## config.mk

```make
export PLATFORM = sky130hd
export DESIGN_NAME = dwpt_flag_store
export DESIGN_NICKNAME = d
export VERILOG_FILES = /design/src/dwpt_pkg.sv /design/src/dwpt_flag_store.sv
export SDC_FILE = /design/constraint.sdc
export NUM_CORES = 1
export LEC_CHECK = 0
export ABC_AREA = 1
export CORE_MARGIN = 2
export CORE_UTILIZATION = 55
export DETAILED_ROUTE_END_ITERATION = 8
export DONT_BUFFER_PORTS = 1
export GPL_TIMING_DRIVEN = 0
export PLACE_DENSITY = 0.81
export SLEW_MARGIN = 20
export SYNTH_ARGS = -nofsm -noshare
export SYNTH_HDL_FRONTEND = slang
export SYNTH_SLANG_ARGS = --single-unit
```

## constraint.sdc

```tcl
create_clock -name clk_i -period 3 [get_ports clk_i]
set_clock_uncertainty 0.15 [all_clocks]
set_input_delay 0.3 -clock clk_i [delete_from_list [all_inputs] [get_ports clk_i]]
set_output_delay 0.3 -clock clk_i [all_outputs]
set_load 0.005 [all_outputs]
```

## src/dwpt_pkg.sv

```systemverilog
// ----------------------------------------------------------------------------
// dwpt_pkg
// Shared widths, configuration register map and types of the disk watermark
// pressure tracker.
// ----------------------------------------------------------------------------
package dwpt_pkg;

  localparam int DISK_W    = 6;
  localparam int BYTES_W   = 64;
  localparam int WM_W      = 16;
  localparam int CFG_IDX_W = 2;
  localparam int CFG_W     = 16;
  localparam int PROD_W    = 48;

  localparam logic [CFG_IDX_W-1:0] CFG_HIGH_WM = 2'd0;
  localparam logic [CFG_IDX_W-1:0] CFG_LOW_WM  = 2'd1;

  localparam logic [WM_W-1:0] HIGH_WM_RST = 16'd58982;
  localparam logic [WM_W-1:0] LOW_WM_RST  = 16'd52429;

  // flag write-back request from the update stage
  typedef struct packed {
    logic              en;
    logic [DISK_W-1:0] disk;
    logic              flag;
  } flag_wr_t;

endpackage

```

## src/dwpt_flag_store.sv

```systemverilog
// ----------------------------------------------------------------------------
// dwpt_flag_store
// Per-disk pressure flag memory: synchronous read at accept,
// write-back from the update stage, forwarding of the two writes that the
// read can miss, and a clearing sweep after reset.
// ----------------------------------------------------------------------------
module dwpt_flag_store #(
  parameter int DEPTH = 64
) (
  input  logic                        clk_i,
  input  logic                        rst_ni,
  input  logic                        adv_i,
  input  logic                        rd_en_i,
  input  logic [dwpt_pkg::DISK_W-1:0] rd_disk_i,
  input  logic [dwpt_pkg::DISK_W-1:0] s1_disk_i,
  input  dwpt_pkg::flag_wr_t          wr_i,
  output logic                        flag_o,
  output logic                        busy_o
);

  localparam int AW = (DEPTH > 1) ? $clog2(DEPTH) : 1;

  logic               mem [DEPTH];
  logic               rd_q;
  logic               busy_q;
  logic [AW-1:0]      clr_q;
  dwpt_pkg::flag_wr_t last_q;

  always_ff @(posedge clk_i) begin
    if (busy_q) begin
      mem[clr_q] <= 1'b0;
    end else if (adv_i && wr_i.en) begin
      mem[wr_i.disk[AW-1:0]] <= wr_i.flag;
    end
    if (rd_en_i) begin
      rd_q <= mem[rd_disk_i[AW-1:0]];
    end
  end

  always_ff @(posedge clk_i or negedge rst_ni) begin
    if (!rst_ni) begin
      busy_q <= 1'b1;
      clr_q  <= '0;
      last_q <= '0;
    end else begin
      if (busy_q) begin
        clr_q <= clr_q + AW'(1);
        if (clr_q == AW'(DEPTH - 1)) begin
          busy_q <= 1'b0;
        end
      end
      if (adv_i) begin
        last_q <= wr_i;
      end
    end
  end

  always_comb begin
    priority if (wr_i.en && wr_i.disk == s1_disk_i) begin
      flag_o = wr_i.flag;
    end else if (last_q.en && last_q.disk == s1_disk_i) begin
      flag_o = last_q.flag;
    end else begin
      flag_o = rd_q;
    end
  end

  assign busy_o = busy_q;

endmodule

```

; Yosys cells after proc, flatten, opt, wreduce, memory -nomap -nowiden
; Memory sizes are Yosys's and may differ from the RTL's. A register that Yosys moved wholly into a read port is not among the register bits.
; Cells that the tools add are included.
[op_classes]
add_sub_neg = 1
reduce_logical = 4
n_eq_ne = 3
muxes = 12
[ops]
columns = operator, count
row1 = == test 6 bit, 2
row2 = two-way mux 1 bit, 11
row3 = "adder 6 x 1 -> 6 bit, second input constant", 1
row4 = "== test 6 bit, second input constant", 1
row5 = two-way mux 6 bit, 1
row6 = logical AND 1 bit, 3
row7 = OR reduction 1 bit, 1
[totals]
n_memories = 1
inputBits = 24
mem_bits_rw = 64
regBits = 15
[mem_list]
columns = name, words, width, rd, rd_ports_with_merged_regs, wr, line
row1 = mem, 64, 1, 1, 1, 1, dwpt_flag_store.sv:23  ; logic mem [DEPTH];

; Longest topological paths before layout
[logic_depth]
ltp_word = 6
ltp_mapped = 11
depth_no_buf = 9

; Worst setup path after synthesis
; Ideal clock, no wire load.
[synth_path]
path_kind = reg2reg
start = register busy_q, in the netlist busy_o
end = memory mem[0], data pin
t_arrival_ns = 2.302
slack_ns = 0.049
path_stages_with_launch = 6
n_path_buf = 2
synth_period_minus_slack_ns = 2.951
cell_sequence = dfstp_2 > buf_6 > inv_2 > nand3_2 > buf_6 > nor2_1
[synth_via]
elab_chain_cells = 4
[synth_lines]
columns = element, line
row1 = start: declaration, dwpt_flag_store.sv:25  ; logic busy_q;
row2 = start signal: assignment, dwpt_flag_store.sv:42  ; busy_q <= 1'b1;
row3 = start signal: assignment, dwpt_flag_store.sv:49  ; busy_q <= 1'b0;
row4 = two-way mux 1 bit, dwpt_flag_store.sv:30  ; if (busy_q) begin
row5 = two-way mux 1 bit (not written as such), dwpt_flag_store.sv:33  ; mem[wr_i.disk[AW-1:0]] <= wr_i.flag;
row6 = OR reduction 1 bit (no line), n/a
row7 = two-way mux 1 bit (no line), n/a
row8 = end: declaration, dwpt_flag_store.sv:23
; Every way passes these cells.

; Worst setup path after layout
[layout_path]
start = register busy_q, in the netlist busy_o
end = memory mem[28], enable pin
[layout_via]
elab_chain_cells = 4
[layout_lines]
columns = element, line
row1 = two-way mux 1 bit, dwpt_flag_store.sv:30
row2 = two-way mux 1 bit (not written as such), dwpt_flag_store.sv:33
row3 = OR reduction 1 bit (no line), n/a
row4 = two-way mux 6 bit (no line) or two-way mux 1 bit (tied branches), n/a
; Several ways; a longest one is shown, not always the timed one.

==> run metrics <==
first-pass GRT wire length 14300 µm; Root Buffer clkbuf_8; worst skew pair latency 350 ps; Post-Place Worst Slack 556.6 ps; PnR worst setup slack 526.8 ps; Worst Tran Pin Value 682.4 ps; global-route track usage on met1 30.65%; fraction of layout cells with a size suffix above 1 7.906%; hpwl dp 5865 µm; core area 6869 µm²; Core Rows 30; TritonCTS clock tree yes; peak supply drop 0.3072 mV; total track usage 24.66%; Residual DRC 0; Layout area overhead 12.61%; Worst Hold Margin 102.1 ps; setup TNS 0 ps; vias per cell 5.551; post-layout minimum cycle time 2473 ps; CTS H-Tree Depth 3; largest net degree at the start of global routing 39; Post-CTS Setup Repair Bufs 0; crit path kind reg2reg; post-synthesis cell count 441; die area 7893 µm²; Placed Instance Area 4114 µm²; diodes inserted 0; port bufs 0; initial antenna violation count 0; status finished clean; Final Cycle Share 82.44%; drt wl/cell 15.89 µm; number of detailed-route iterations in the first pass 5; max-cap viol count 0; Die Ht 88.84 µm; Hold Crit Class in2reg; slowest cell delay on critical path 560 ps; final hold vios 0; Netlist cell types 30; Post-CTS Resized 0; Worst Setup End Kind register; RSZ-0062 raised after global routing no; Final ANT Viol Nets 0; Mapped Area 3959 µm²; num ports 26; Leak Pwr 1.796 nW; GP Congestion 0.8016; Tot Pwr 0.002355 W; Reg clk slew, reported paths 90 ps; YS warnings 0; number of global-route vias before repair 3068; max_slew headroom 54.35%; fmax 404.3 MHz; Nets 488; CP Data Arrival Time 2380 ps; CTS max path bufs 2; final count of pins violating max slew 0; # clock sinks 80; Post-Syn Nets 466; PD cells 528.3 nW/µm²; cts bufs inserted 9; Die Span X 88.84 µm; grt ovf 0; crit-path max FO 10; met3 Use GR 4.944%; #FFs+latches synth 80; GR peak layer met2; vias after detailed routing 3131; fill count 555; worst path cell trace buf_6 -> inv_2 -> nand3_2 -> buf_6 -> nand2_1 -> o21ai_4 -> nand4_1 -> nor2_1; Initial Utilization 57.63%; Most common cell on crit path buf_6; final wirelength 8960 µm; critical path data required time 2910 ps; Final setup viols 0; synthesized area per cell 8.977 µm²; sequential area share after synthesis 58.82%; slowest CP cell dfstp_2; met2 Use GR 42.13%; design area 4458 µm²; number of DRC markers in iteration 0 263; Startpoint Class register
==> synthesized netlist by cell type <==
master / instances / area (µm²)
clkbuf_1: 11 / 41.29
nand4_2: 2 / 25.02
o21ai_4: 2 / 32.53
o2111ai_1: 1 / 8.760
buf_6: 2 / 22.52
inv_1: 35 / 131.4
inv_2: 3 / 11.26
edfxtp_1: 65 / 1952
o21ai_2: 3 / 26.28
nor4_1: 1 / 6.260
nand2_1: 123 / 461.7
nor3_1: 3 / 15.01
o21ai_0: 12 / 60.06
o22ai_1: 1 / 6.260
nand3_1: 68 / 340.3
buf_4: 1 / 7.510
a31oi_1: 1 / 6.260
nand4_1: 4 / 25.02
nor2_1: 72 / 270.3
nor3_2: 2 / 20.02
buf_1: 1 / 3.750
nand3_2: 2 / 20.02
o211ai_1: 1 / 7.510
xor2_1: 6 / 52.55
dfstp_2: 1 / 26.28
a21oi_1: 1 / 5.000
nor2_2: 1 / 6.260
ha_1: 1 / 12.51
buf_2: 1 / 5.000
dfrtp_1: 14 / 350.3
==> routing by layer <==
layer  share of wire (%)  vias to the layer above
li1                    -                     1504
met1                  40                     1471
met2                  50                      136
met3                 7.3                       20
met4                 2.2                        0
met5                   0                        -
==> cell type report <==
type	count	area, µm²	share of cell area [%]
Multi-Input combinational cell	307	1415	31.74
Clock inverter	7	120.1	2.694
Clock buffer	9	123.9	2.779
Timing Repair Buffer	11	127.6	2.863
Sequential cell	80	2328	52.23
Buffer	16	80.08	1.796
Inverter	38	142.6	3.200
Tap cell	96	120.1	2.694
==> cells by family after synthesis <==
logic type / Yosys count / synth area share, %
and+or+nand+nor: 278 / 30.06
DFF: 80 / 58.82
buffers and inverters: 54 / 5.626
AOI/OAI and AO/OA: 22 / 3.856
xor gates and xnor gates: 6 / 1.327
adders and majority gates: 1 / 0.3160
==> worst max-delay path: cells and delay by family (launching register included) <==
family                 cells  cell delay [ps]
AO/OA/AOI/OAI              1              140
buffers and inverters      3              350
flip-flops                 1              560
AND/OR/NAND/NOR            4              980
==> metrics by stage <==
step	util, %	cells
CTS	64.90	564
finish	64.90	564
global placement	59.38	537
floorplan	-	441
detailed placement	59.89	538
global route	64.90	564
==> final timing paths <==
kind / end / cells after the start / startpoint / slack [ps]
setup / recovery: mem[28] / 8 / busy_o / 530
hold / removal: last_q[4] / 2 / adv_i / 100
setup reg to reg: mem[28] / 8 / busy_o / 530
hold reg to reg: clr_q[0] / 1 / clr_q[0] / 370
max in group asynchronous: clr_q[5] / 1 / rst_ni / 1990
min in group asynchronous: last_q[1] / 1 / rst_ni / 270
==> sequential cells by signal (all words and copies together) (netlist names) <==
register / flops
mem: 64
busy_o: 1
clr_q: 6
rd_q: 1
last_q: 8
==> timing repair <==
item / CTS / global route
setup endpoints to repair: 0 / 0
hold buffers: 10 / 0
hold endpoints to repair: 24 / 0
==> power by group <==
| part | total (W) | switching, W | internal, W |
|---|---|---|---|
| Combinational | 0.000186 | 0.000129 | 0.0000570 |
| Sequential | 0.00121 | 0.00000561 | 0.00121 |
| Clock | 0.000956 | 0.000402 | 0.000554 |
| Total | 0.00236 | 0.000537 | 0.00182 |
==> cell usage in the layout (no fill, tap or decap), types with 2 or more instances in the layout <==
cell and n:
buf_6 2, bufinv_16 3, clkbuf_1 11, clkbuf_8 9
clkinv_4 3, dfrtp_1 14, dlygate4sd3_1 10, edfxtp_1 65
inv_1 35, inv_2 3, nand2_1 123, nand3_1 68
nand3_2 2, nand4_1 4, nand4_2 2, nor2_1 71
nor3_1 3, nor3_2 2, o21ai_0 12, o21ai_2 3
o21ai_4 2, xor2_1 6
No activity file was read; power rests on OpenSTA's default activity.
